`src/rtl/madmse_pkg.sv`:
```
`default_nettype none

package madmse_pkg;

	localparam int MAX_DIMENSION = 4096;
	localparam int MAX_CHANNELS  = 4;
	localparam int PIXEL_BITS    = 8;

	// register field widths
	localparam int WIDTH_W  = 13;
	localparam int HEIGHT_W = 13;
	localparam int CHAN_W   = 3;
	localparam int MARGIN_W = 11;

	// result field widths
	localparam int SUM_W     = 42;
	localparam int CNT_W     = 27;
	localparam int MSE_W     = 24;
	localparam int FRAC_BITS = 8;

	localparam int CFG_IDX_W  = 4;
	localparam int CFG_DATA_W = 16;

	localparam logic [WIDTH_W-1:0]  RESET_WIDTH  = WIDTH_W'(640);
	localparam logic [HEIGHT_W-1:0] RESET_HEIGHT = HEIGHT_W'(480);
	localparam logic [CHAN_W-1:0]   RESET_CHAN   = CHAN_W'(3);
	localparam logic [MARGIN_W-1:0] RESET_MARGIN = '0;

	localparam int DIM_W     = $clog2(MAX_DIMENSION + 1);
	localparam int POS_W     = $clog2(MAX_DIMENSION);
	localparam int CH_EFF_W  = $clog2(MAX_CHANNELS + 1);
	localparam int PLANE_W   = (MAX_CHANNELS > 1) ? $clog2(MAX_CHANNELS) : 1;
	localparam int PL_CMP_W  = ((PLANE_W > CH_EFF_W) ? PLANE_W : CH_EFF_W) + 1;
	localparam int CMP_W     = ((DIM_W > MARGIN_W) ? DIM_W : MARGIN_W) + 1;
	localparam int SQ_W      = 2 * PIXEL_BITS;
	localparam int NUM_W     = SUM_W + FRAC_BITS + 1;
	localparam int DIV_CNT_W = $clog2(NUM_W);

	localparam int QUEUE_DEPTH = 4;
	localparam int QPTR_W      = $clog2(QUEUE_DEPTH);

	typedef logic [PIXEL_BITS-1:0] pixel_t;

	typedef enum logic [CFG_IDX_W-1:0] {
		REG_IMAGE_WIDTH   = CFG_IDX_W'(0),
		REG_IMAGE_HEIGHT  = CFG_IDX_W'(1),
		REG_CHANNEL_COUNT = CFG_IDX_W'(2),
		REG_BORDER_MARGIN = CFG_IDX_W'(3)
	} cfg_reg_t;

	typedef struct packed {
		pixel_t diff;
		logic   in_window;
		logic   frame_end;
	} qentry_t;

	typedef enum logic [1:0] {
		BK_ACC,
		BK_PREP,
		BK_DIV,
		BK_HOLD
	} back_state_t;

	function automatic logic [DIM_W-1:0] clamp_dim(input logic [WIDTH_W-1:0] v);
		logic [DIM_W-1:0] r;
		if (v == '0)
			r = DIM_W'(1);
		else if (int'(v) > MAX_DIMENSION)
			r = DIM_W'(MAX_DIMENSION);
		else
			r = DIM_W'(v);
		return r;
	endfunction

	function automatic logic [CH_EFF_W-1:0] clamp_chan(input logic [CHAN_W-1:0] v);
		logic [CH_EFF_W-1:0] r;
		if (v == '0)
			r = CH_EFF_W'(1);
		else if (int'(v) > MAX_CHANNELS)
			r = CH_EFF_W'(MAX_CHANNELS);
		else
			r = CH_EFF_W'(v);
		return r;
	endfunction

endpackage

`default_nettype wire

```
`src/rtl/madmse_pix_if.sv`:
```
`default_nettype none

interface madmse_pix_if;
	import madmse_pkg::*;

	logic   valid;
	logic   ready;
	pixel_t pixel_ref;
	pixel_t pixel_test;

	modport source(output valid, pixel_ref, pixel_test, input ready);
	modport sink(input valid, pixel_ref, pixel_test, output ready);
endinterface

`default_nettype wire

```
`src/rtl/madmse_res_if.sv`:
```
`default_nettype none

interface madmse_res_if;
	import madmse_pkg::*;

	logic             valid;
	logic             ready;
	pixel_t           max_abs_diff;
	logic [SUM_W-1:0] sum_sq_diff;
	logic [CNT_W-1:0] pixel_total;
	logic [MSE_W-1:0] mse_fixed;
	logic             window_empty;

	modport source(output valid, max_abs_diff, sum_sq_diff, pixel_total, mse_fixed,
		window_empty, input ready);
	modport sink(input valid, max_abs_diff, sum_sq_diff, pixel_total, mse_fixed,
		window_empty, output ready);
endinterface

`default_nettype wire

```
`src/rtl/madmse_cfg_if.sv`:
```
`default_nettype none

interface madmse_cfg_if;
	import madmse_pkg::*;

	logic                  valid;
	logic                  ready;
	logic [CFG_IDX_W-1:0]  index;
	logic [CFG_DATA_W-1:0] data;

	modport source(output valid, index, data, input ready);
	modport sink(input valid, index, data, output ready);
endinterface

`default_nettype wire

```
`src/rtl/image_max_abs_diff_and_mse_core.sv`:
```
`default_nettype none

// Channel   Dir  Payload
// pix_in    in   pixel_ref, pixel_test (one per pixel, planar raster order)
// res_out   out  max_abs_diff, sum_sq_diff, pixel_total, mse_fixed, window_empty
// cfg       in   index, data (0 width, 1 height, 2 channel count, 3 margin)
//
// One pixel per cycle enters the front and a 4-entry queue while it has room; the back drains
// it at one per cycle while accumulating. On the last pixel of a frame the back runs a restoring
// divider, one quotient bit per cycle (setup, 51 steps, output load), while the queue fills
// and pix_in stalls. An empty window skips the divider. res_out is a register: the back keeps
// accumulating while a result waits, and stalls only when a second result is ready first.
// Reset restores register defaults and clears state; a known register write restarts the frame.
module image_max_abs_diff_and_mse_core (
	input  wire logic    clk,
	input  wire logic    arst_n,
	madmse_cfg_if.sink   cfg,
	madmse_pix_if.sink   pix_in,
	madmse_res_if.source res_out
);
	import madmse_pkg::*;

	logic    q_push, q_full, q_pop, q_nonempty, frame_clear;
	qentry_t push_entry, pop_entry;

	madmse_front u_front (
		.clk         (clk),
		.arst_n      (arst_n),
		.cfg         (cfg),
		.pix_in      (pix_in),
		.q_full      (q_full),
		.q_push      (q_push),
		.q_entry     (push_entry),
		.frame_clear (frame_clear)
	);

	madmse_fifo u_fifo (
		.clk        (clk),
		.arst_n     (arst_n),
		.push       (q_push),
		.push_entry (push_entry),
		.full       (q_full),
		.pop        (q_pop),
		.nonempty   (q_nonempty),
		.pop_entry  (pop_entry)
	);

	madmse_back u_back (
		.clk         (clk),
		.arst_n      (arst_n),
		.frame_clear (frame_clear),
		.q_nonempty  (q_nonempty),
		.q_entry     (pop_entry),
		.q_pop       (q_pop),
		.res_out     (res_out)
	);

	a_empty_zero: assert property (@(posedge clk) disable iff (!arst_n)
		res_out.valid && res_out.window_empty |->
			res_out.max_abs_diff == '0 && res_out.sum_sq_diff == '0 &&
			res_out.pixel_total == '0 && res_out.mse_fixed == '0)
		else $error("empty window result carries nonzero fields");

	a_count_nonzero: assert property (@(posedge clk) disable iff (!arst_n)
		res_out.valid && !res_out.window_empty |-> res_out.pixel_total != '0)
		else $error("non-empty result with zero pixel count");

	a_no_overflow: assert property (@(posedge clk) disable iff (!arst_n)
		q_push |-> !q_full)
		else $error("push into full queue");

	a_pop_nonempty: assert property (@(posedge clk) disable iff (!arst_n)
		q_pop |-> q_nonempty)
		else $error("pop from empty queue");

endmodule

`default_nettype wire

```
`src/rtl/madmse_front.sv`:
```
`default_nettype none

module madmse_front (
	input  wire logic              clk,
	input  wire logic              arst_n,
	madmse_cfg_if.sink             cfg,
	madmse_pix_if.sink             pix_in,
	input  wire logic              q_full,
	output logic                   q_push,
	output madmse_pkg::qentry_t    q_entry,
	output logic                   frame_clear
);
	import madmse_pkg::*;

	logic [WIDTH_W-1:0]  width_q;
	logic [HEIGHT_W-1:0] height_q;
	logic [CHAN_W-1:0]   chan_q;
	logic [MARGIN_W-1:0] margin_q;

	logic [POS_W-1:0]   col_q;
	logic [POS_W-1:0]   row_q;
	logic [PLANE_W-1:0] plane_q;

	logic [CMP_W-1:0]    col_ext, row_ext, m_ext, w_ext, h_ext;
	logic [PL_CMP_W-1:0] plane_ext, c_ext;
	logic                last_col, last_row, last_plane;
	logic                in_window;
	logic                cfg_write;
	pixel_t              diff;

	assign cfg.ready    = 1'b1;
	assign cfg_write    = cfg.valid && cfg.ready;
	assign pix_in.ready = !q_full;
	assign q_push       = pix_in.valid && !q_full;

	always_comb begin
		w_ext     = CMP_W'(clamp_dim(width_q));
		h_ext     = CMP_W'(clamp_dim(height_q));
		c_ext     = PL_CMP_W'(clamp_chan(chan_q));
		m_ext     = CMP_W'(margin_q);
		col_ext   = CMP_W'(col_q);
		row_ext   = CMP_W'(row_q);
		plane_ext = PL_CMP_W'(plane_q);

		last_col   = (col_ext + CMP_W'(1)) >= w_ext;
		last_row   = (row_ext + CMP_W'(1)) >= h_ext;
		last_plane = (plane_ext + PL_CMP_W'(1)) >= c_ext;

		in_window = (col_ext >= m_ext) && ((col_ext + m_ext) < w_ext) &&
			(row_ext >= m_ext) && ((row_ext + m_ext) < h_ext);

		diff = (pix_in.pixel_ref > pix_in.pixel_test) ?
			pix_in.pixel_ref - pix_in.pixel_test :
			pix_in.pixel_test - pix_in.pixel_ref;

		q_entry.diff      = diff;
		q_entry.in_window = in_window;
		q_entry.frame_end = last_col && last_row && last_plane;
	end

	// any known register write restarts the frame
	always_comb begin
		unique case (cfg_reg_t'(cfg.index))
			REG_IMAGE_WIDTH, REG_IMAGE_HEIGHT, REG_CHANNEL_COUNT, REG_BORDER_MARGIN:
				frame_clear = cfg_write;
			default: frame_clear = 1'b0;
		endcase
	end

	always_ff @(posedge clk or negedge arst_n) begin
		if (!arst_n) begin
			width_q  <= RESET_WIDTH;
			height_q <= RESET_HEIGHT;
			chan_q   <= RESET_CHAN;
			margin_q <= RESET_MARGIN;
		end else if (cfg_write) begin
			unique case (cfg_reg_t'(cfg.index))
				REG_IMAGE_WIDTH:   width_q  <= cfg.data[WIDTH_W-1:0];
				REG_IMAGE_HEIGHT:  height_q <= cfg.data[HEIGHT_W-1:0];
				REG_CHANNEL_COUNT: chan_q   <= cfg.data[CHAN_W-1:0];
				REG_BORDER_MARGIN: margin_q <= cfg.data[MARGIN_W-1:0];
				default: ;
			endcase
		end
	end

	always_ff @(posedge clk or negedge arst_n) begin
		if (!arst_n) begin
			col_q   <= '0;
			row_q   <= '0;
			plane_q <= '0;
		end else if (frame_clear) begin
			col_q   <= '0;
			row_q   <= '0;
			plane_q <= '0;
		end else if (q_push) begin
			if (!last_col) begin
				col_q <= col_q + POS_W'(1);
			end else begin
				col_q <= '0;
				if (!last_row) begin
					row_q <= row_q + POS_W'(1);
				end else begin
					row_q <= '0;
					if (!last_plane)
						plane_q <= plane_q + PLANE_W'(1);
					else
						plane_q <= '0;
				end
			end
		end
	end

endmodule

`default_nettype wire

```
`src/rtl/madmse_fifo.sv`:
```
`default_nettype none

module madmse_fifo (
	input  wire logic                 clk,
	input  wire logic                 arst_n,
	input  wire logic                 push,
	input  wire madmse_pkg::qentry_t  push_entry,
	output logic                      full,
	input  wire logic                 pop,
	output logic                      nonempty,
	output madmse_pkg::qentry_t       pop_entry
);
	import madmse_pkg::*;

	qentry_t           mem_q [QUEUE_DEPTH];
	logic [QPTR_W-1:0] wr_ptr_q, rd_ptr_q;
	logic [QPTR_W:0]   count_q;
	logic              do_push, do_pop;

	assign full      = (count_q == (QPTR_W+1)'(QUEUE_DEPTH));
	assign nonempty  = (count_q != '0);
	assign pop_entry = mem_q[rd_ptr_q];
	assign do_push   = push && !full;
	assign do_pop    = pop && nonempty;

	always_ff @(posedge clk) begin
		if (do_push)
			mem_q[wr_ptr_q] <= push_entry;
	end

	always_ff @(posedge clk or negedge arst_n) begin
		if (!arst_n) begin
			wr_ptr_q <= '0;
			rd_ptr_q <= '0;
			count_q  <= '0;
		end else begin
			if (do_push)
				wr_ptr_q <= (wr_ptr_q == QPTR_W'(QUEUE_DEPTH - 1)) ? '0 : wr_ptr_q + QPTR_W'(1);
			if (do_pop)
				rd_ptr_q <= (rd_ptr_q == QPTR_W'(QUEUE_DEPTH - 1)) ? '0 : rd_ptr_q + QPTR_W'(1);
			if (do_push && !do_pop)
				count_q <= count_q + (QPTR_W+1)'(1);
			else if (do_pop && !do_push)
				count_q <= count_q - (QPTR_W+1)'(1);
		end
	end

endmodule

`default_nettype wire

```
`src/rtl/madmse_back.sv`:
```
`default_nettype none

module madmse_back (
	input  wire logic                 clk,
	input  wire logic                 arst_n,
	input  wire logic                 frame_clear,
	input  wire logic                 q_nonempty,
	input  wire madmse_pkg::qentry_t  q_entry,
	output logic                      q_pop,
	madmse_res_if.source              res_out
);
	import madmse_pkg::*;

	back_state_t state_q, state_d;

	pixel_t               acc_max_q;
	logic [SUM_W-1:0]     acc_sum_q;
	logic [CNT_W-1:0]     acc_cnt_q;
	pixel_t               snap_max_q;
	logic [SUM_W-1:0]     snap_sum_q;
	logic [CNT_W-1:0]     snap_cnt_q;
	logic [NUM_W-1:0]     num_q;
	logic [CNT_W-1:0]     rem_q;
	logic [MSE_W-1:0]     quo_q;
	logic [DIV_CNT_W-1:0] step_q;

	logic                 out_valid_q;
	pixel_t               out_max_q;
	logic [SUM_W-1:0]     out_sum_q;
	logic [CNT_W-1:0]     out_cnt_q;
	logic [MSE_W-1:0]     out_mse_q;
	logic                 out_empty_q;

	pixel_t           max_next;
	logic [SQ_W-1:0]  sq;
	logic [SUM_W-1:0] sum_next;
	logic [CNT_W-1:0] cnt_next;
	logic [CNT_W:0]   trial;
	logic             trial_ge;
	logic             load_out;

	always_comb begin
		sq       = SQ_W'(q_entry.diff) * SQ_W'(q_entry.diff);
		max_next = acc_max_q;
		sum_next = acc_sum_q;
		cnt_next = acc_cnt_q;
		if (q_entry.in_window) begin
			if (q_entry.diff > acc_max_q)
				max_next = q_entry.diff;
			sum_next = acc_sum_q + SUM_W'(sq);
			cnt_next = acc_cnt_q + CNT_W'(1);
		end
		trial    = {rem_q, num_q[NUM_W-1]};
		trial_ge = trial >= {1'b0, snap_cnt_q};
	end

	always_comb begin
		state_d  = state_q;
		q_pop    = 1'b0;
		load_out = 1'b0;
		unique case (state_q)
			BK_ACC: begin
				q_pop = q_nonempty;
				if (q_nonempty && q_entry.frame_end)
					state_d = (cnt_next == '0) ? BK_HOLD : BK_PREP;
			end
			BK_PREP: state_d = BK_DIV;
			BK_DIV: begin
				if (step_q == '0)
					state_d = BK_HOLD;
			end
			BK_HOLD: begin
				load_out = !out_valid_q || res_out.ready;
				if (load_out)
					state_d = BK_ACC;
			end
			default: state_d = BK_ACC;
		endcase
	end

	always_ff @(posedge clk or negedge arst_n) begin
		if (!arst_n)
			state_q <= BK_ACC;
		else
			state_q <= state_d;
	end

	always_ff @(posedge clk or negedge arst_n) begin
		if (!arst_n) begin
			acc_max_q <= '0;
			acc_sum_q <= '0;
			acc_cnt_q <= '0;
		end else if (frame_clear || (q_pop && q_entry.frame_end)) begin
			acc_max_q <= '0;
			acc_sum_q <= '0;
			acc_cnt_q <= '0;
		end else if (q_pop) begin
			acc_max_q <= max_next;
			acc_sum_q <= sum_next;
			acc_cnt_q <= cnt_next;
		end
	end

	// snapshot and restoring divider: one quotient bit per cycle
	always_ff @(posedge clk) begin
		if (q_pop && q_entry.frame_end) begin
			snap_max_q <= max_next;
			snap_sum_q <= sum_next;
			snap_cnt_q <= cnt_next;
			quo_q      <= '0;
		end else if (state_q == BK_PREP) begin
			num_q  <= (NUM_W'(snap_sum_q) << FRAC_BITS) + NUM_W'(snap_cnt_q >> 1);
			rem_q  <= '0;
			quo_q  <= '0;
			step_q <= DIV_CNT_W'(NUM_W - 1);
		end else if (state_q == BK_DIV) begin
			rem_q  <= trial_ge ? CNT_W'(trial - {1'b0, snap_cnt_q}) : CNT_W'(trial);
			quo_q  <= {quo_q[MSE_W-2:0], trial_ge};
			num_q  <= num_q << 1;
			step_q <= step_q - DIV_CNT_W'(1);
		end
	end

	always_ff @(posedge clk or negedge arst_n) begin
		if (!arst_n)
			out_valid_q <= 1'b0;
		else if (load_out)
			out_valid_q <= 1'b1;
		else if (res_out.ready)
			out_valid_q <= 1'b0;
	end

	always_ff @(posedge clk) begin
		if (load_out) begin
			out_max_q   <= snap_max_q;
			out_sum_q   <= snap_sum_q;
			out_cnt_q   <= snap_cnt_q;
			out_mse_q   <= quo_q;
			out_empty_q <= (snap_cnt_q == '0);
		end
	end

	assign res_out.valid        = out_valid_q;
	assign res_out.max_abs_diff = out_max_q;
	assign res_out.sum_sq_diff  = out_sum_q;
	assign res_out.pixel_total  = out_cnt_q;
	assign res_out.mse_fixed    = out_mse_q;
	assign res_out.window_empty = out_empty_q;

endmodule

`default_nettype wire
```
`src/flat_wrapper.sv`:
```
// flat-port wrapper written by rule: the top's interface ports become plain ports
module image_max_abs_diff_and_mse_core_flat import madmse_pkg::*;
  (clk, arst_n, cfg_valid, cfg_index, cfg_data, cfg_ready, pix_in_valid, pix_in_pixel_ref, pix_in_pixel_test, pix_in_ready, res_out_valid, res_out_max_abs_diff, res_out_sum_sq_diff, res_out_pixel_total, res_out_mse_fixed, res_out_window_empty, res_out_ready);
  madmse_cfg_if cfg_i ();
  madmse_pix_if pix_in_i ();
  madmse_res_if res_out_i ();
  input  wire logic clk;
  input  wire logic arst_n;
  input wire logic [$bits(cfg_i.valid)-1:0] cfg_valid;
  input wire logic [$bits(cfg_i.index)-1:0] cfg_index;
  input wire logic [$bits(cfg_i.data)-1:0] cfg_data;
  output wire logic [$bits(cfg_i.ready)-1:0] cfg_ready;
  input wire logic [$bits(pix_in_i.valid)-1:0] pix_in_valid;
  input wire logic [$bits(pix_in_i.pixel_ref)-1:0] pix_in_pixel_ref;
  input wire logic [$bits(pix_in_i.pixel_test)-1:0] pix_in_pixel_test;
  output wire logic [$bits(pix_in_i.ready)-1:0] pix_in_ready;
  output wire logic [$bits(res_out_i.valid)-1:0] res_out_valid;
  output wire logic [$bits(res_out_i.max_abs_diff)-1:0] res_out_max_abs_diff;
  output wire logic [$bits(res_out_i.sum_sq_diff)-1:0] res_out_sum_sq_diff;
  output wire logic [$bits(res_out_i.pixel_total)-1:0] res_out_pixel_total;
  output wire logic [$bits(res_out_i.mse_fixed)-1:0] res_out_mse_fixed;
  output wire logic [$bits(res_out_i.window_empty)-1:0] res_out_window_empty;
  input wire logic [$bits(res_out_i.ready)-1:0] res_out_ready;
  assign cfg_i.valid = cfg_valid;
  assign cfg_i.index = cfg_index;
  assign cfg_i.data = cfg_data;
  assign cfg_ready = cfg_i.ready;
  assign pix_in_i.valid = pix_in_valid;
  assign pix_in_i.pixel_ref = pix_in_pixel_ref;
  assign pix_in_i.pixel_test = pix_in_pixel_test;
  assign pix_in_ready = pix_in_i.ready;
  assign res_out_valid = res_out_i.valid;
  assign res_out_max_abs_diff = res_out_i.max_abs_diff;
  assign res_out_sum_sq_diff = res_out_i.sum_sq_diff;
  assign res_out_pixel_total = res_out_i.pixel_total;
  assign res_out_mse_fixed = res_out_i.mse_fixed;
  assign res_out_window_empty = res_out_i.window_empty;
  assign res_out_i.ready = res_out_ready;
  image_max_abs_diff_and_mse_core u_core (.clk(clk), .arst_n(arst_n), .cfg(cfg_i), .pix_in(pix_in_i), .res_out(res_out_i));
endmodule
```
`config.mk`:
```
export PLATFORM = sky130hd
export DESIGN_NAME = image_max_abs_diff_and_mse_core_flat
export DESIGN_NICKNAME = d
export VERILOG_FILES = /design/src/rtl/madmse_pkg.sv /design/src/rtl/madmse_pix_if.sv /design/src/rtl/madmse_res_if.sv /design/src/rtl/madmse_cfg_if.sv /design/src/rtl/image_max_abs_diff_and_mse_core.sv /design/src/rtl/madmse_front.sv /design/src/rtl/madmse_fifo.sv /design/src/rtl/madmse_back.sv /design/src/flat_wrapper.sv
export SDC_FILE = /design/constraint.sdc
export NUM_CORES = 1
export LEC_CHECK = 0
export BUFFER_PORTS_ARGS = -buffer_cell sky130_fd_sc_hd__buf_2
export CORE_MARGIN = 2
export CORE_UTILIZATION = 46
export CTS_CLUSTER_DIAMETER = 50
export CTS_CLUSTER_SIZE = 14
export DETAILED_ROUTE_END_ITERATION = 12
export PLACE_DENSITY = 0.65
export RECOVER_POWER = 25
export SLEW_MARGIN = 30
export SYNTH_ARGS = -nofsm -noshare
export SYNTH_HDL_FRONTEND = slang
export SYNTH_HIERARCHICAL = 1
export SYNTH_SLANG_ARGS = --single-unit
```
`constraint.sdc`:
```
create_clock -name clk -period 8.8 [get_ports clk]
set_input_delay 0.44 -clock clk [delete_from_list [all_inputs] [get_ports clk]]
set_output_delay 0.44 -clock clk [all_outputs]
set_load 0.01 [all_outputs]
```
# Word level (Yosys, flattened, before mapping)
# Memory sizes are Yosys's and may differ from the RTL's.
# Cells that the tools add are included.
# op_classes
addsub,19
mul,1
order_cmp,13
eq_ne,12
muxes,50
bitwise,1
n_reduce_logical,44
# op_table
operator,count
two-way mux 27 bit,5
two-way mux 42 bit,3
two-way mux 51 bit,2
two-way mux 12 bit,7
zero test 27 bit,2
two-way mux 13 bit,4
adder 50 x 26 -> 51 bit,1
adder 42 x 16 -> 42 bit,1
two-way mux 8 bit,5
>= comparator 28 x 27 -> 1 bit,1
adder 27 x 1 -> 27 bit (second input constant),1
subtractor 27 bit,1
adder 12 x 1 -> 13 bit (second input constant),2
adder 12 x 11 -> 13 bit,2
>= comparator 13 bit,2
> comparator 13 bit (second input constant),2
zero test 13 bit,2
less-than comparator 13 bit,2
adder 12 x 1 -> 12 bit (second input constant),2
>= comparator 12 x 11 -> 1 bit,2
two-way mux 2 bit,11
> comparator 8 bit,2
multiplier 8 x 8 -> 16 bit,1
subtractor 8 bit,2
other kinds (31),75
# word_totals
reg_bits,440
mem_bits_rw,40
input_bits,41
output_inout_bits,105
elab_cells,168
mem_count,1
# memory_table
memory,depth,word_bits,read_ports,rd_ports_with_merged_regs,write_ports,line,text
u_core.u_fifo.mem_q,4,10,1,0,1,madmse_fifo.sv:15,qentry_t mem_q [QUEUE_DEPTH];

# Logic depth before layout (Yosys ltp)
# Gate-level depths: netlist of run 1.
# logic_depth
depth_word,9
ltp_mapped,24
mapped_depth_nobuf,20

# Hierarchy
# Netlist of run 1, hierarchy kept.
# by_module_without_submodules
mod,instances,cells_per_inst,area_each_um2,seq_area_each_um2
madmse_back,1,1811,20135.6,10380.0
madmse_front,1,740,6723.9,1661.6
madmse_fifo,1,89,1898.1,1376.3

# Worst setup path before layout of run 1
# OpenSTA, ideal clock, no wires.
# synth_timing
path_kind,reg2reg
from,register u_core.u_fifo.count_q[0]
to,register u_core.u_back.num_q[0] (enable)
setup_time_ps,537
arrival_ps,6126
required_time_ps,8263
setup_slack_ps,2136
stages_incl_launch_ff,7
path_buffers,0
synth_period_minus_slack_ps,6664
path_cell_list,dfrtp_1 > or3_4 > nand2_1 > inv_1 > nand2_1 > inv_1 > nor2b_1
# synth_between
elab_chain_len,5
# synth_rtl
item,line,text
from (decl),madmse_fifo.sv:17,logic [QPTR_W:0] count_q;
from (signal assigned),madmse_fifo.sv:42,count_q <= count_q + (QPTR_W+1)'(1);
from (signal assigned),madmse_fifo.sv:44,count_q <= count_q - (QPTR_W+1)'(1);
nonzero test 3 bit,madmse_fifo.sv:21,assign nonempty = (count_q != '0);
net u_core.q_nonempty,image_max_abs_diff_and_mse_core.sv:23,"logic q_push, q_full, q_pop, q_nonempty, frame_clear;"
two-way mux 1 bit,madmse_back.sv:61,unique case (state_q)
net u_core.q_pop,image_max_abs_diff_and_mse_core.sv:23,
logical AND 1 bit,madmse_back.sv:106,if (q_pop && q_entry.frame_end) begin
NOT 1 bit (no line),-,
AND reduction 2 bit (no line),-,
to (signal assigned),madmse_back.sv:112,num_q <= (NUM_W'(snap_sum_q) << FRAC_BITS) + NUM_W'(snap_cnt_q >> 1);
to (signal assigned),madmse_back.sv:119,num_q <= num_q << 1;
to (decl),madmse_back.sv:22,logic [NUM_W-1:0] num_q;
# The timed path passes the listed nets, and every way through them passes these cells.
# A chain may end at the register's enable or synchronous reset.

==> out/metrics.cfg, run 1 <==
[die]
dieHeight_um=254
num_rows=91
die_w_um=254
coreArea_um2=61700
die_area_um2=64500
io_pins=146
start_util_pct=46.6

[status]
violations=capacitance limit, slew limit
status=finished, violations left

[clock_network]
h-tree-depth=2
cts_sinks=480
cts_tree=yes
cts_resized=0
cts_buffers=56
path_clk_slew_ns=0.06
clock_path_buffers=3
cts-root-buf=clkbuf_16
clkLatencyLatePin_ns=0.63

[synthesis]
syn_area_per_cell_um2=10.9
ys_seq_area_share_pct=46.7
yosysWarnings=6
post_synth_num_cell_types=105
synth_edf_count=303
synth_nets=2950
syn_inst=2640
synthFlopType=edfxtp_1
synth-async-reset-ratio_pct=31.9
netlist_area_um2=28800
ys_ff_latch=480

[sta]
drv_slew=129
finClkSkew_ns=0.0340
tightestPinTransition_ns=5.39
period_share_pct=74.7
slew_headroom_pct=-259
min_period_ns=6.57
hold-worst-slack_ns=0.0704
hold_viol=0
rsz0062_at_grt=no
fmax_mhz=152
fin_setup_tns_ns=0
setup_viol=0

[job]
cap_violations=2

[drt]
ant_nets=0
post_drt_wl_per_cell_um=18.3
drtPass1Iterations=5
drc_errors=0
drt_iter0_markers=1421
vias_per_cell=5.61
routed_wl_um=66800
route.vias.total=20451

[grt]
grt.total_usage_pct=20.8
grt_pass1_wl_um=107000
gr-total-overflow=0
grt_max_degree=95
antenna_found_initial=1
grt_pass1_vias=20119

[layout]
nets=3070
drive_gt1_share_pct=14.1
utilization_pct=52.2
syn2layout_area_growth_pct=12.0
diodes=0

[setup_path]
crit_required_ns=9.15
crit_path_max_fanout=17
startpoint_type=register
cp.arrival_ns=6.92
endpoint_kind=register
path_class=register to register

[placed_design]
placement.io_buffers=141
gp_congestion=0.869
hpwl_um=47700

[worst_hold_path]
hold_class=primary input to register

state kept, by name, summed over array words and instances (netlist names), 11 cells and up:
register / flops
u_core/u_back/acc_sum_q: 42
u_core/u_back/quo_q: 24
u_core/u_back/rem_q: 27
u_core/u_back/acc_cnt_q: 27
u_core/u_back/res_out.pixel_total: 27
u_core/u_fifo/mem_q: 40
u_core/u_front/row_q: 12
u_core/u_back/num_q: 51
u_core/u_back/res_out.mse_fixed: 24
u_core/u_front/margin_q: 11
u_core/u_front/col_q: 12
u_core/u_back/snap_sum_q: 42
u_core/u_front/height_q: 13
u_core/u_back/res_out.sum_sq_diff: 42
u_core/u_back/snap_cnt_q: 27
u_core/u_front/width_q: 13
kinds of logic (layout without fill, tap and decap cells):
family / Yosys count / in the layout / synth area share [%]
flops: 480 / 480 / 46.7
simple gates: 717 / 717 / 12.4
other cells: 1 / 1 / 0.0130
buf+inv: 314 / 482 / 4.45
fa+ha+maj: 269 / 269 / 12.9
xor+xnor: 159 / 159 / 4.84
compound gates: 571 / 571 / 13.5
mux: 129 / 129 / 5.36
cell type report:
| class | count | area (µm²) |
|---|---|---|
| fill | 5511 | 29500 |
| tap | 837 | 1050 |
| inverter | 217 | 817 |
| multi-input combinational | 1846 | 14100 |
| clock buffer | 70 | 1520 |
| clock inverter | 36 | 498 |
| sequential | 480 | 13400 |
| timing repair buffer | 159 | 828 |
critical path: stages (launching register included):
cell	delay [ns]
dfrtp_1	0.82
mux4_2	0.75
and2_1	0.23
fa_1	0.54
fa_1	0.53
fa_1	0.55
inv_1	0.05
fa_1	0.52
inv_1	0.04
ha_1	0.36
nand3_1	0.13
nor4_1	0.24
nor2_1	0.15
a31oi_1	0.49
o21a_1	0.59
nand2_1	0.14
xnor2_1	0.16
cell usage in the layout (no fill, tap or decap), types with 25 or more instances in the layout:
cell type and n:
edfxtp_1 303, a22o_1 44, nand2_1 215, nor2b_1 25
nor2_1 155, o21ai_0 109, nand4_1 30, fa_1 44
xor2_1 64, a21o_1 58, mux2_2 83, mux2i_1 32
inv_1 215, buf_2 123, a31oi_1 65, xnor2_1 95
nand3_1 64, nor3_1 40, and3_1 36, clkbuf_1 28
dfrtp_1 145, clkbuf_16 57, ha_1 225, a21oi_1 127
and2_1 28
stage by stage:
step	cells	worst slack [ns]	instance area [µm²]
final	3645	2.23	32200
after global routing	3645	1.72	32200
after CTS	3645	2.19	32200
after detailed placement	3538	2.20	30200
after global placement	3538	2.28	30200
after floorplan	2640	2.14	28800
worst paths after layout:
path                                                  start                                    end  slack [ns]  cells after the start
worst max-delay path              u_core/u_fifo/rd_ptr_q[0]           u_core/u_back/snap_sum_q[38]        2.23                     16
worst min-delay path                           cfg_data[12]             u_core/u_front/width_q[12]        0.07                      3
worst max register to register    u_core/u_fifo/rd_ptr_q[0]           u_core/u_back/snap_sum_q[38]        2.23                     16
worst min register to register  u_core/u_back/snap_max_q[2]  u_core/u_back/res_out.max_abs_diff[2]        0.45                      0
max in group asynchronous                            arst_n               u_core/u_back/state_q[0]        3.45                      2
min in group asynchronous                            arst_n              u_core/u_front/width_q[5]        2.35                      2
metal layers:
metal,vias up,share of wire [%],track usage (%)
li1,9813,-,-
met1,9984,45,28.7
met2,556,47,34.0
met3,98,5.7,3.31
met4,0,2.0,5.58
met5,-,0,0
cells in the mapped netlist (all sizes together) (6+ instances only):
library cell | instances | area, µm²
nand2b | 24 | 158
inv | 216 | 811
mux4 | 10 | 225
mux2i | 32 | 320
nor2b | 27 | 171
and3 | 36 | 225
fa | 44 | 881
nor3 | 46 | 262
nand4 | 30 | 188
clkbuf | 57 | 215
o21bai | 15 | 113
mux2 | 87 | 995
a21o | 58 | 435
nor4 | 20 | 125
o21ai | 118 | 598
o31ai | 23 | 178
xnor2 | 95 | 832
o211ai | 15 | 118
a22o | 44 | 385
or2 | 6 | 37.5
dfstp | 8 | 210
or3 | 17 | 116
and2 | 31 | 194
nor3b | 8 | 71.3
nand3 | 66 | 340
and4 | 7 | 61.3
or4 | 10 | 75.1
buf | 40 | 248
dfxtp | 24 | 480
ha | 225 | 2820
xor2 | 64 | 561
a31oi | 65 | 407
a2111oi | 9 | 143
edfxtp | 303 | 9100
o21a | 10 | 75.1
dfrtp | 145 | 3630
nor2 | 162 | 623
a211o | 8 | 70.1
nand2 | 218 | 828
a211oi | 21 | 163
a21oi | 129 | 653
repair_timing:
item	4_1_cts	5_1_grt
hold buffers	1	0
buffers inserted	0	0
endpoints found under the hold margin	84	0
Power of run 1 is not shown: default switching activity piles up to over one toggle a cycle in this logic, so the estimate is an artifact.
==> run 2, diff against run 1 <==
==> constraint.sdc (replaced) <==
create_clock -name clk -period 6.1 [get_ports clk]
set_input_delay 0.305 -clock clk [delete_from_list [all_inputs] [get_ports clk]]
set_output_delay 0.305 -clock clk [all_outputs]
set_load 0.01 [all_outputs]
==> out/metrics.cfg, run 2 (same netlist as run 1, synthesis figures left out) <==
[status]
status=finished, violations left  ; unchanged
violations=capacitance limit, slew limit  ; unchanged

[sta]
finClkSkew_ns=0.0251  ; was 0.0340 ns
drv_slew=15  ; was 129
setup_viol=0  ; unchanged
period_share_pct=94.8  ; was 74.7%
min_period_ns=5.78  ; was 6.57 ns
rsz0062_at_grt=no  ; unchanged
fin_setup_tns_ns=0  ; unchanged
hold_viol=0  ; unchanged
slew_headroom_pct=-37.0  ; was -259%
fmax_mhz=173  ; was 152 MHz
tightestPinTransition_ns=2.04  ; was 5.39 ns

[setup_path]
crit_path_max_fanout=24  ; was 17
startpoint_type=register  ; unchanged
endpoint_kind=register  ; unchanged
reg2reg_to=u_core/u_back/acc_sum_q[41]  ; was u_core/u_back/snap_sum_q[38]
crit_required_ns=6.63  ; was 9.15 ns
r2r_setup_slack_ns=0.32  ; was 2.23 ns
cp.arrival_ns=6.31  ; was 6.92 ns
r2r_start=u_core/u_fifo/rd_ptr_q[0]  ; unchanged
worstRegToRegCells=20  ; was 16
path_class=register to register  ; unchanged

[die]
die_area_um2=64500  ; unchanged
coreArea_um2=61700  ; unchanged
die_w_um=254  ; unchanged
io_pins=146  ; unchanged
num_rows=91  ; unchanged
dieHeight_um=254  ; unchanged
start_util_pct=46.6  ; unchanged

[placed_design]
post-place-cells=3552  ; was 3538
placed_cell_area_um2=30400  ; was 30200 µm²
gp_congestion=0.915  ; was 0.869
hpwl_um=48400  ; was 47700 µm
placement.io_buffers=141  ; unchanged

[grt]
gr-total-overflow=0  ; unchanged
grt_max_degree=93  ; was 95
grt_pass1_wl_um=108000  ; was 107000 µm
grt_pass1_vias=20249  ; was 20119
antenna_found_initial=0  ; was 1
grt.total_usage_pct=20.9  ; was 20.8%

[clock_network]
path_clk_slew_ns=0.06  ; about the same
clock_path_buffers=3  ; unchanged
h-tree-depth=2  ; unchanged
cts_sinks=480  ; unchanged
cts_buffers=55  ; was 56
cts_tree=yes  ; unchanged
cts-root-buf=clkbuf_16  ; unchanged
clkLatencyLatePin_ns=0.61  ; was 0.63 ns

[layout]
max_flop_register=u_core/u_back/num_q  ; unchanged
nets=3101  ; was 3070
final_cell_area_um2=32300  ; was 32200 µm²
drive_gt1_share_pct=13.1  ; was 14.1%
largest_reg_flops=51  ; unchanged
diodes=0  ; unchanged
layout_commonest_cell=edfxtp_1  ; unchanged
fin_cells=3675  ; was 3645
utilization_pct=52.3  ; was 52.2%
mostFrequentLayoutCells=303 x edfxtp_1, 225 x ha_1, 216 x nand2_1  ; was 303 x edfxtp_1, 225 x ha_1, 215 x inv_1, 215 x nand2_1, 155 x nor2_1
syn2layout_area_growth_pct=12.3  ; was 12.0%

[drt]
post_drt_wl_per_cell_um=18.2  ; was 18.3 µm
route.vias.total=20551  ; was 20451
drtPass1Iterations=7  ; was 5
vias_per_cell=5.59  ; was 5.61
drc_errors=0  ; unchanged
ant_nets=0  ; unchanged
drt_iter0_markers=1252  ; was 1421
routed_wl_um=66900  ; was 66800 µm

[worst_hold_path]
hold_class=primary input to register  ; unchanged
hold-path-endpoint=u_core/u_back/res_out.valid  ; was u_core/u_front/width_q[12]
min_from=res_out_ready  ; was cfg_data[12]
whs_path_depth=3  ; unchanged

[job]
cap_violations=1  ; was 2

run 2: cell count changes in the layout (fill, tap and decap cells not counted), moves of 3 or more:
cell	before	now
clkbuf_1	28	71
bufinv_16	7	0
inv_8	8	4
clkinvlp_4	1	5
buf_12	0	3
buf_2	123	79
dlygate4sd3_1	1	14
buf_4	13	31
run 2: layout make-up:
class | count | area, µm²
clock buffers | 72 | 1540
clock inverters | 32 | 294
fillers | 5487 | 29400
inverters | 217 | 820
multi-input cells | 1846 | 14100
flip-flops and latches | 480 | 13400
well taps | 837 | 1050
repair buffers | 191 | 1090
run 2: stage by stage:
| stage | hold WS, ns | worst slack, ns |
|---|---|---|
| floorplan | 0.00941 | 0.329 |
| global placement | 0.407 | 0.154 |
| detailed placement | 0.407 | 0.142 |
| CTS | 0.00266 | 0.124 |
| global route | 0.0194 | 0.00824 |
| finish | 0.0418 | 0.315 |
run 2: timing repair:
item	in CTS	in global routing
buffers inserted	0	4
setup endpoints to repair	0	32
resized for setup	0	2
hold buffers	14	0
hold endpoints to repair	112	0
run 2: worst max-delay path by stage:
stage	from	to	slack, ns	depth (start not counted)
finish	u_core/u_fifo/rd_ptr_q[0]	u_core/u_back/acc_sum_q[41]	0.32	20
global route	u_core/u_fifo/rd_ptr_q[0]	u_core/u_back/snap_sum_q[31]	0.008	20
floorplan	u_core/u_fifo/rd_ptr_q[0]	u_core/u_back/snap_sum_q[19]	0.33	24
global placement	u_core/u_fifo/rd_ptr_q[0]	u_core/u_back/snap_sum_q[16]	0.15	17
CTS	u_core/u_fifo/rd_ptr_q[0]	u_core/u_back/snap_sum_q[16]	0.12	17
detailed placement	u_core/u_fifo/rd_ptr_q[0]	u_core/u_back/snap_sum_q[31]	0.14	20
run 2: critical path, cell delays in order, from the launching register on:
cell	delay [ns]
dfrtp_2	0.48
buf_4	0.17
mux4_2	0.57
buf_4	0.19
and2_1	0.17
ha_1	0.19
or2_2	0.31
fa_1	0.49
fa_1	0.49
inv_1	0.05
fa_1	0.52
inv_1	0.04
ha_1	0.23
or4_1	0.50
a21oi_1	0.18
or3_1	0.16
a21oi_1	0.08
or2_2	0.35
buf_12	0.17
a21o_1	0.16
a31oi_1	0.18
run 2: routing by layer:
layer	wire length (µm)	track usage, %	vias to the layer above
met5	0	0	-
met4	1860	6.29	0
met3	3900	2.87	119
met2	30700	34.0	518
met1	30400	29.0	10015
li1	-	-	9899
Power of run 2 is left out for the same reason.
